### src/rtl/core/piecewise_linear_curve_lookup_assert.svh
// ----------------------------------------------------------------------------
// piecewise linear curve lookup assertion macros
// shared concurrent assertion forms, clocked on clk_i and off during reset
// ----------------------------------------------------------------------------
`ifndef PIECEWISE_LINEAR_CURVE_LOOKUP_ASSERT_SVH
`define PIECEWISE_LINEAR_CURVE_LOOKUP_ASSERT_SVH

// same-cycle implication
`define PLCL_ASSERT_IMPL(lbl, ante, cons, msg) \
  lbl: assert property (@(posedge clk_i) disable iff (!rst_ni) (ante) |-> (cons)) \
    else $error(msg);

// next-cycle implication
`define PLCL_ASSERT_NEXT(lbl, ante, cons, msg) \
  lbl: assert property (@(posedge clk_i) disable iff (!rst_ni) (ante) |=> (cons)) \
    else $error(msg);

`endif

### src/rtl/core/plcl_pkg.sv
// ----------------------------------------------------------------------------
// plcl_pkg
// widths, codes and types shared by the curve lookup modules
// ----------------------------------------------------------------------------
`default_nettype none

package plcl_pkg;

  localparam int IDX_W    = 4;
  localparam int POINTS   = 1 << IDX_W;
  localparam int TIME_W   = 24;
  localparam int FACTOR_W = 32;
  localparam int CFG_W    = 5;
  localparam int PROD_W   = TIME_W + FACTOR_W;
  localparam int CNT_W    = $clog2(FACTOR_W);

  localparam logic MODE_WRITE = 1'b0;
  localparam logic MODE_QUERY = 1'b1;

  typedef enum logic [1:0] {
    REGION_INTERP = 2'd0,
    REGION_FIRST  = 2'd1,
    REGION_LAST   = 2'd2
  } region_e;

  typedef enum logic [2:0] {
    S_IDLE,
    S_FIRST,
    S_LAST,
    S_SCAN,
    S_INTERP
  } state_e;

  typedef enum logic [1:0] {
    I_IDLE,
    I_MUL,
    I_DIV,
    I_FIN
  } interp_state_e;

  typedef struct packed {
    logic [TIME_W-1:0]   t;
    logic [TIME_W-1:0]   x0;
    logic [TIME_W-1:0]   x1;
    logic [FACTOR_W-1:0] y0;
    logic [FACTOR_W-1:0] y1;
  } interp_req_t;

  typedef struct packed {
    logic                done;
    logic [FACTOR_W-1:0] factor;
  } interp_rsp_t;

endpackage

`default_nettype wire

### src/rtl/core/piecewise_linear_curve_lookup.sv
// ----------------------------------------------------------------------------
// piecewise_linear_curve_lookup
// discount curve lookup with linear interpolation and clamping at both ends
// ----------------------------------------------------------------------------
// A transaction is taken at a rising edge with start high and busy low. A
// write (mode 0) stores one point in the accept cycle and gives no result;
// busy stays low, so the next transaction can follow at once. A query
// (mode 1) raises busy until its result is out. The result shows on
// factor_o and region_o for exactly one cycle with done_o high; the receiver
// cannot hold it off, and busy falls in that same cycle. A query clamped at
// the first point completes from state S_FIRST, one clamped at the last
// point from S_LAST. An interpolated query scans the table entries one by
// one through the single read port up to the upper point found, then runs
// one multiply and a 32-step shift-subtract divider. Times are unsigned
// Q8.16, factors unsigned Q2.30; the quotient truncates toward zero.
// cfg_wdata_i sets the number of points in use (zero counts as one, values
// above the table size as the table size); write it only while idle.
// Table entries that were never written read as undefined.
// ----------------------------------------------------------------------------
`default_nettype none

module piecewise_linear_curve_lookup (
  input  wire logic                          clk_i,
  input  wire logic                          rst_ni,
  input  wire logic                          start,
  output      logic                          busy,
  input  wire logic                          mode_i,
  input  wire logic [plcl_pkg::IDX_W-1:0]    point_index_i,
  input  wire logic [plcl_pkg::TIME_W-1:0]   point_time_i,
  input  wire logic [plcl_pkg::FACTOR_W-1:0] point_factor_i,
  input  wire logic [plcl_pkg::TIME_W-1:0]   query_time_i,
  input  wire logic                          cfg_we_i,
  input  wire logic [plcl_pkg::CFG_W-1:0]    cfg_wdata_i,
  output      logic                          done_o,
  output      logic [plcl_pkg::FACTOR_W-1:0] factor_o,
  output      logic [1:0]                    region_o
);
  import plcl_pkg::*;

  state_e state_q, state_d;

  logic [CFG_W-1:0]    points_in_use_q;
  logic [CFG_W-1:0]    points_m1;
  logic [IDX_W-1:0]    last_w;

  logic [TIME_W-1:0]   t_q;
  logic [IDX_W-1:0]    last_q;
  logic [IDX_W-1:0]    idx_q;
  logic [TIME_W-1:0]   x0_q;
  logic [FACTOR_W-1:0] y0_q;

  logic                accept;
  logic                wr_en;
  logic [IDX_W-1:0]    rd_addr;
  logic [TIME_W-1:0]   rd_time;
  logic [FACTOR_W-1:0] rd_factor;

  logic                interp_start;
  interp_req_t         interp_req;
  interp_rsp_t         interp_rsp;

  // result outputs
  logic                done_q, done_d;
  logic [FACTOR_W-1:0] factor_q, factor_d;
  region_e             region_q, region_d;

  // scan control
  logic                scan_more;
  logic                load_lower;

  assign accept = start && !busy;
  assign wr_en  = accept && (mode_i == MODE_WRITE);
  assign busy   = state_q != S_IDLE;

  // active point count clamped to 1 .. POINTS, kept as the last index
  assign points_m1 = points_in_use_q - 1'b1;
  assign last_w    = (points_in_use_q == '0)             ? '0 :
                     (points_in_use_q > CFG_W'(POINTS))  ? IDX_W'(POINTS - 1) :
                                                           points_m1[IDX_W-1:0];

  always_ff @(posedge clk_i or negedge rst_ni) begin
    if (!rst_ni) begin
      points_in_use_q <= CFG_W'(1);
    end else if (cfg_we_i) begin
      points_in_use_q <= cfg_wdata_i;
    end
  end

  plcl_table u_table (
    .clk_i     (clk_i),
    .we_i      (wr_en),
    .waddr_i   (point_index_i),
    .wtime_i   (point_time_i),
    .wfactor_i (point_factor_i),
    .raddr_i   (rd_addr),
    .rtime_o   (rd_time),
    .rfactor_o (rd_factor)
  );

  // upper point is the entry on the read port when the scan stops
  assign interp_req.t  = t_q;
  assign interp_req.x0 = x0_q;
  assign interp_req.x1 = rd_time;
  assign interp_req.y0 = y0_q;
  assign interp_req.y1 = rd_factor;

  plcl_interp u_interp (
    .clk_i   (clk_i),
    .rst_ni  (rst_ni),
    .start_i (interp_start),
    .req_i   (interp_req),
    .rsp_o   (interp_rsp)
  );

  // keep walking while below the last index and the entry is still below t
  assign scan_more = (idx_q < last_q) && (rd_time < t_q);

  always_ff @(posedge clk_i or negedge rst_ni) begin
    if (!rst_ni) begin
      state_q <= S_IDLE;
      done_q  <= 1'b0;
    end else begin
      state_q <= state_d;
      done_q  <= done_d;
    end
  end

  always_comb begin
    state_d      = state_q;
    done_d       = 1'b0;
    factor_d     = rd_factor;
    region_d     = REGION_INTERP;
    rd_addr      = '0;
    interp_start = 1'b0;
    load_lower   = 1'b0;
    unique case (state_q)
      S_IDLE: begin
        // entry zero is read while waiting
        if (accept && (mode_i == MODE_QUERY)) begin
          state_d = S_FIRST;
        end
      end
      S_FIRST: begin
        rd_addr = last_q;
        if (t_q <= rd_time) begin
          done_d   = 1'b1;
          region_d = REGION_FIRST;
          state_d  = S_IDLE;
        end else begin
          load_lower = 1'b1;
          state_d    = S_LAST;
        end
      end
      S_LAST: begin
        rd_addr = IDX_W'(1);
        if (t_q >= rd_time) begin
          done_d   = 1'b1;
          region_d = REGION_LAST;
          state_d  = S_IDLE;
        end else begin
          state_d = S_SCAN;
        end
      end
      S_SCAN: begin
        rd_addr = idx_q + 1'b1;
        if (scan_more) begin
          load_lower = 1'b1;
        end else begin
          interp_start = 1'b1;
          state_d      = S_INTERP;
        end
      end
      S_INTERP: begin
        if (interp_rsp.done) begin
          done_d   = 1'b1;
          factor_d = interp_rsp.factor;
          region_d = REGION_INTERP;
          state_d  = S_IDLE;
        end
      end
      default: state_d = S_IDLE;
    endcase
  end

  // query context and lower point, no reset needed
  always_ff @(posedge clk_i) begin
    if (accept && (mode_i == MODE_QUERY)) begin
      t_q    <= query_time_i;
      last_q <= last_w;
    end
    if (load_lower) begin
      x0_q <= rd_time;
      y0_q <= rd_factor;
    end
    if (state_q == S_LAST) begin
      idx_q <= IDX_W'(1);
    end else if ((state_q == S_SCAN) && scan_more) begin
      idx_q <= idx_q + 1'b1;
    end
    if (done_d) begin
      factor_q <= factor_d;
      region_q <= region_d;
    end
  end

  assign done_o   = done_q;
  assign factor_o = factor_q;
  assign region_o = region_q;

`include "piecewise_linear_curve_lookup_assert.svh"

  `PLCL_ASSERT_NEXT(a_done_single, done_o, !done_o, "result strobe longer than one cycle")
  `PLCL_ASSERT_NEXT(a_query_busy, start && !busy && (mode_i == MODE_QUERY), busy, "query not taken")
  `PLCL_ASSERT_IMPL(a_scan_index, state_q == S_SCAN, (idx_q != '0) && (idx_q <= last_q), "scan index out of range")
  `PLCL_ASSERT_IMPL(a_write_idle, start && !busy && (mode_i == MODE_WRITE), !done_d, "write raised a result")

endmodule

`default_nettype wire

### src/rtl/core/plcl_table.sv
// ----------------------------------------------------------------------------
// plcl_table
// curve point storage, one write port and one registered read port
// ----------------------------------------------------------------------------
`default_nettype none

module plcl_table (
  input  wire logic                          clk_i,
  input  wire logic                          we_i,
  input  wire logic [plcl_pkg::IDX_W-1:0]    waddr_i,
  input  wire logic [plcl_pkg::TIME_W-1:0]   wtime_i,
  input  wire logic [plcl_pkg::FACTOR_W-1:0] wfactor_i,
  input  wire logic [plcl_pkg::IDX_W-1:0]    raddr_i,
  output      logic [plcl_pkg::TIME_W-1:0]   rtime_o,
  output      logic [plcl_pkg::FACTOR_W-1:0] rfactor_o
);
  import plcl_pkg::*;

  logic [TIME_W-1:0]   time_mem   [POINTS];
  logic [FACTOR_W-1:0] factor_mem [POINTS];

  always_ff @(posedge clk_i) begin
    if (we_i) begin
      time_mem[waddr_i]   <= wtime_i;
      factor_mem[waddr_i] <= wfactor_i;
    end
  end

  always_ff @(posedge clk_i) begin
    rtime_o   <= time_mem[raddr_i];
    rfactor_o <= factor_mem[raddr_i];
  end

endmodule

`default_nettype wire

### src/rtl/core/plcl_interp.sv
// ----------------------------------------------------------------------------
// plcl_interp
// interpolation unit: one multiply, then a shift-subtract divider stepped
// one quotient bit per cycle
// ----------------------------------------------------------------------------
`default_nettype none

module plcl_interp (
  input  wire logic                  clk_i,
  input  wire logic                  rst_ni,
  input  wire logic                  start_i,
  input  wire plcl_pkg::interp_req_t req_i,
  output      plcl_pkg::interp_rsp_t rsp_o
);
  import plcl_pkg::*;

  interp_state_e state_q, state_d;
  logic [CNT_W-1:0]    cnt_q, cnt_d;

  logic [TIME_W-1:0]   dt_q, span_q, rem_q;
  logic [FACTOR_W-1:0] mag_q, y0_q, quo_q;
  logic                neg_q;

  logic [PROD_W-1:0]   prod;
  logic [TIME_W:0]     partial;
  logic [TIME_W:0]     diff;
  logic                ge;
  logic [FACTOR_W+1:0] res;

  assign prod    = PROD_W'(mag_q) * PROD_W'(dt_q);
  assign partial = {rem_q, quo_q[FACTOR_W-1]};
  assign ge      = partial >= {1'b0, span_q};
  assign diff    = partial - {1'b0, span_q};

  // result stays between y0 and y1, saturation kept as a guard
  always_comb begin
    if (neg_q) begin
      res = {2'b00, y0_q} - {2'b00, quo_q};
    end else begin
      res = {2'b00, y0_q} + {2'b00, quo_q};
    end
  end

  always_ff @(posedge clk_i or negedge rst_ni) begin
    if (!rst_ni) begin
      state_q <= I_IDLE;
      cnt_q   <= '0;
    end else begin
      state_q <= state_d;
      cnt_q   <= cnt_d;
    end
  end

  always_comb begin
    state_d      = state_q;
    cnt_d        = cnt_q;
    rsp_o.done   = 1'b0;
    rsp_o.factor = '0;
    unique case (state_q)
      I_IDLE: begin
        if (start_i) begin
          state_d = I_MUL;
        end
      end
      I_MUL: begin
        cnt_d   = CNT_W'(FACTOR_W - 1);
        state_d = I_DIV;
      end
      I_DIV: begin
        cnt_d = cnt_q - 1'b1;
        if (cnt_q == '0) begin
          state_d = I_FIN;
        end
      end
      I_FIN: begin
        rsp_o.done = 1'b1;
        if (res[FACTOR_W+1]) begin
          rsp_o.factor = '0;
        end else if (res[FACTOR_W]) begin
          rsp_o.factor = '1;
        end else begin
          rsp_o.factor = res[FACTOR_W-1:0];
        end
        state_d = I_IDLE;
      end
      default: state_d = I_IDLE;
    endcase
  end

  always_ff @(posedge clk_i) begin
    case (state_q)
      I_IDLE: begin
        if (start_i) begin
          dt_q   <= req_i.t - req_i.x0;
          span_q <= req_i.x1 - req_i.x0;
          y0_q   <= req_i.y0;
          neg_q  <= req_i.y1 < req_i.y0;
          mag_q  <= (req_i.y1 < req_i.y0) ? req_i.y0 - req_i.y1 : req_i.y1 - req_i.y0;
        end
      end
      I_MUL: begin
        // upper product bits start as the remainder, below the span
        rem_q <= prod[PROD_W-1:FACTOR_W];
        quo_q <= prod[FACTOR_W-1:0];
      end
      I_DIV: begin
        rem_q <= ge ? diff[TIME_W-1:0] : partial[TIME_W-1:0];
        quo_q <= {quo_q[FACTOR_W-2:0], ge};
      end
      default: ;
    endcase
  end

`include "piecewise_linear_curve_lookup_assert.svh"

  `PLCL_ASSERT_IMPL(a_start_when_idle, start_i, state_q == I_IDLE, "start while unit busy")
  `PLCL_ASSERT_IMPL(a_rem_below_span, state_q == I_DIV, rem_q < span_q, "remainder not below span")
  `PLCL_ASSERT_NEXT(a_fin_to_idle, state_q == I_FIN, state_q == I_IDLE, "unit did not return idle")

endmodule

`default_nettype wire

### config.mk
export PLATFORM = sky130hd
export DESIGN_NAME = piecewise_linear_curve_lookup
export DESIGN_NICKNAME = d
export VERILOG_FILES = /design/src/rtl/core/plcl_pkg.sv /design/src/rtl/core/piecewise_linear_curve_lookup.sv /design/src/rtl/core/plcl_table.sv /design/src/rtl/core/plcl_interp.sv
export VERILOG_INCLUDE_DIRS = /design/src /design/src/rtl/core
export SDC_FILE = /design/constraint.sdc
export NUM_CORES = 2
export LEC_CHECK = 0
export ABC_AREA = 0
export BUFFER_PORTS_ARGS = -buffer_cell sky130_fd_sc_hd__buf_2
export CAP_MARGIN = 30
export CORE_MARGIN = 2
export CORE_UTILIZATION = 40
export DETAILED_ROUTE_END_ITERATION = 12
export GPL_TIMING_DRIVEN = 0
export PLACE_DENSITY_LB_ADDON = 0.2
export SYNTH_ARGS = -nofsm -noshare
export SYNTH_HDL_FRONTEND = slang
export SYNTH_SLANG_ARGS = --single-unit
### constraint.sdc
create_clock -name clk_i -period 13.32 [get_ports clk_i]
set_clock_uncertainty 0.1 [all_clocks]
set_input_delay 0.666 -clock clk_i [delete_from_list [all_inputs] [get_ports clk_i]]
set_output_delay 0.666 -clock clk_i [all_outputs]
set_load 0.05 [all_outputs]
==> flow_summary.yaml <==
timing:
  fin_crit_sh_pct: 71.23
  worst_hold_slack_ns: 0.1239
  slew_headroom_pct: 28.02
  max_clock_freq_mhz: 105.4
  fin_ws_ns: 3.832
  grt_setup_unrepaired: "false"
  worst_pin_slew_ns: 1.080
  finalSetupViolCount: 0
  finalCriticalPeriod_ns: 9.488
  report.final.hold_viol_count: 0
  tns_ns: 0
  drv_slew: 0
floorplanning:
  die_width_um: 456.6
  row_count: 166
  top_level_ports: 130
  core_area_um2: 204200
  die_area_um2: 208500
  initial_utilization_pct: 40.14
  die-height_um: 456.6
synthesis:
  synth_warnings: 0
  ys_ff_latch: 1259
  ys.flop_type: "edfxtp_1"
  async_flop_share_pct: 1.271
  postSynthAreaPerCell_um2: 12.24
  ys_seq_area_share_pct: 45.31
  synth_edf_count: 1183
  syn_nets: 7866
  synthCells: 6693
  synth_area_um2: 81950
  yosysUniqueCellTypes: 90
finish:
  num-nets-final: 8215
  area_growth_pct: 11.55
  drive_above_1_share_pct: 10.27
  final_util_pct: 44.77
run_status:
  status: "completed"
route:
  drt_iter0_markers: 4240
  drt_wl_total_um: 246200
  drcViolationCount: 0
  via_per_inst: 5.428
  dr.pass1.iters: 6
  num_vias: 53421
  ant_nets: 0
  wire_per_inst_um: 25.02
grt:
  grt_pass1_wl_um: 366100
  gr-total-overflow: 0
  antenna_found_initial: 20
  grt_usage_pct: 23.62
  grt_max_degree: 59
  first_global_vias: 55677
setup_path:
  crit_arrival_ns: 9.87
  reg2reg_from: "u_interp.dt_q[3]"
  startpoint_type: "register"
  crit_type: "reg2reg"
  required_ns: 13.70
  r2r_slack_ns: 3.83
  timing.rr.end: "u_interp.rem_q[18]"
  cp_max_fo: 10
  cp-end-kind: "register"
  ff2ff_path_depth: 23
pwr:
  netSwitchingPower_uw: 11760
  power.density_nw_per_um2: 269.4
  switching_share_pct: 47.77
  peakVddDrop_v: 0.0004165
  p_leak_uw: 0.03618
  combPwrFrac_pct: 63.5
  clkPwrFrac_pct: 13.9
  p_seq_share_pct: 22.6
  intPower_uw: 12860
  total_power_uw: 24630
placement:
  io_buffers: 128
  pre_cts_slack_ns: 3.922
  dpl.hpwl_um: 190400
  place.gp.congestion: 0.9712
run:
  drv_cap: 0
clock_tree:
  clock_sinks: 1259
  clk_path_buf_depth: 3
  clk_latency_ns: 0.76
  cts_tree: "done"
  clkSlewWorstSetupHoldPaths_ns: 0.06
  cts_root_buffer: "clkbuf_16"
  cts_made_buffers: 121
  ctsResizeCount: 0
  htree_levels: 3
min_path:
  min_from: "cfg_we_i"
  hold_path_depth: 3
  hold_path_class: "in2reg"
  min_to: "points_in_use_q[0]"
## metal layers
| layer | global-route usage [%] | part of all wire, % | vias to the layer above |
|---|---|---|---|
| met3 | 3.077 | 5.6 | 426 |
| met5 | 0 | 0.019 | - |
| li1 | - | - | 23721 |
| met4 | 9.077 | 4.2 | 8 |
| met2 | 40.39 | 49 | 1765 |
| met1 | 30.53 | 41 | 27501 |
## placed cells by master, fill, tap and decap left out, types with 26 or more instances in the layout
cell type / n
clkbuf_1: 283
nor3_1: 62
nand4_1: 26
a21o_1: 106
dlygate4sd3_1: 30
clkinv_2: 29
nand3_1: 49
edfxtp_1: 1183
mux2i_1: 27
o21a_1: 28
buf_2: 171
o21bai_1: 61
buf_6: 29
a211oi_1: 80
nor2b_1: 34
a31oi_1: 78
fa_1: 665
o21ai_0: 183
xnor2_1: 119
and2_1: 448
ha_1: 413
nand2b_1: 30
dfxtp_1: 60
clkbuf_16: 124
nand2_1: 706
inv_1: 939
a21oi_1: 286
mux4_2: 224
xor2_1: 49
nor2_1: 194
## worst max-delay path: stages (launching register included)
cell	delay, ns
edfxtp_1	0.66
clkbuf_1	0.86
nand2_1	0.19
fa_1	0.64
inv_1	0.07
fa_1	0.48
inv_1	0.06
fa_1	0.48
fa_1	0.55
inv_1	0.05
fa_1	0.58
fa_1	0.46
fa_1	0.68
ha_1	0.38
a21o_1	0.21
a21o_1	0.17
a21oi_1	0.48
nand3_1	0.32
or3_1	0.61
a311oi_4	0.43
o21ai_0	0.14
a21oi_1	0.23
xor2_1	0.25
mux2i_1	0.10
## worst max path at each step
stage / slack [ns] / to / cells after the start / start
final: 3.83 / u_interp.rem_q[18] / 23 / u_interp.dt_q[3]
after global routing: 3.57 / u_interp.rem_q[19] / 23 / u_interp.dt_q[3]
after CTS: 3.88 / u_interp.rem_q[19] / 23 / u_interp.dt_q[3]
after detailed placement: 3.92 / u_interp.rem_q[19] / 24 / u_interp.dt_q[3]
after global placement: 2.36 / u_table.factor_mem[12][19] / 6 / state_q[1]
after floorplan: 6.30 / u_interp.rem_q[19] / 25 / u_interp.mag_q[25]
## power by group through the flow
stage | registers, uW | clock network [uW] | logic (uW)
global route | 5590 | 3660 | 17100
finish | 5560 | 3430 | 15600
CTS | 5560 | 3510 | 15600
detailed placement | 5640 | 0 | 15500
global placement | 5660 | 0 | 15400
floorplan | 5600 | 0 | 10200
## cells by family after synthesis
kind of cell,share of synthesized area [%]
compound gates,7.943
xor+xnor,1.796
fa+ha+maj,22.57
buf+inv,5.860
flops,45.31
mux,6.834
simple gates,9.694
## sequential cells by signal, indices dropped and copies added (netlist names), 2 cells and up
register            flops
factor_o               32
u_table.time_mem      384
region_o                2
t_q                    24
u_interp.cnt_q          5
x0_q                   24
points_in_use_q         5
u_interp.span_q        24
y0_q                   32
u_table.factor_mem    512
u_interp.state_q        2
u_table.rfactor_o      32
u_interp.y0_q          32
u_interp.quo_q         32
idx_q                   4
u_interp.rem_q         24
u_interp.mag_q         32
u_table.rtime_o        24
state_q                 3
u_interp.dt_q          24
last_q                  4
## layout make-up
cell class / instances / area, um2
fill: 18750 / 112800
multi-input combinational: 4177 / 40160
sequential: 1259 / 37130
inverter: 942 / 3536
tap: 2688 / 3363
clock buffer: 152 / 3288
timing repair buffer: 226 / 1971
buffer: 315 / 1266
clock inverter: 75 / 686.9
antenna: 7 / 17.52
## cells in the mapped netlist (7+ instances only)
| library cell | count | area [um2] |
|---|---|---|
| clkbuf_1 | 263 | 987.2 |
| dfxtp_1 | 60 | 1201 |
| o31ai_1 | 14 | 105.1 |
| o211ai_1 | 22 | 165.2 |
| o22ai_1 | 23 | 143.9 |
| a221oi_1 | 10 | 87.58 |
| nor4_1 | 10 | 62.56 |
| buf_2 | 40 | 200.2 |
| and3_1 | 26 | 162.7 |
| nand2b_1 | 30 | 187.7 |
| inv_1 | 939 | 3525 |
| a21oi_1 | 287 | 1436 |
| or3_1 | 15 | 93.84 |
| a211oi_1 | 80 | 600.6 |
| mux2i_1 | 27 | 270.3 |
| edfxtp_1 | 1183 | 35520 |
| xnor2_1 | 119 | 1042 |
| a21o_1 | 106 | 795.8 |
| xor2_1 | 49 | 429.2 |
| dfrtp_1 | 15 | 375.4 |
| ha_1 | 414 | 5180 |
| nor2_1 | 207 | 777.0 |
| nand3b_1 | 9 | 67.56 |
| o2111ai_1 | 7 | 61.31 |
| o21bai_1 | 61 | 457.9 |
| a211o_1 | 8 | 70.07 |
| mux2_2 | 24 | 270.3 |
| o21a_1 | 28 | 210.2 |
| mux4_2 | 224 | 5045 |
| fa_1 | 665 | 13310 |
| nor3_1 | 66 | 330.3 |
| nand4_1 | 26 | 162.7 |
| a31oi_1 | 78 | 488.0 |
| a31o_2 | 7 | 61.31 |
| nand2_1 | 706 | 2650 |
| and2_1 | 448 | 2803 |
| nand3_1 | 49 | 245.2 |
| o21ai_0 | 183 | 915.9 |
| nor2b_1 | 34 | 212.7 |
## repair_timing
action                    4_1_cts  5_1_grt
hold buffers                   30        0
buffers inserted                0        0
hold endpoints to repair       44        0
## stage by stage
| step | instance area, um2 | cells |
|---|---|---|
| 2_1_floorplan | 81950 | 6693 |
| 3_3_place_gp | 85950 | 9509 |
| 3_5_place_dp | 87090 | 9574 |
| 4_1_cts | 91370 | 9831 |
| 5_1_grt | 91400 | 9835 |
| 6_report | 91410 | 9841 |
No activity file was read; power rests on OpenSTA's default activity.
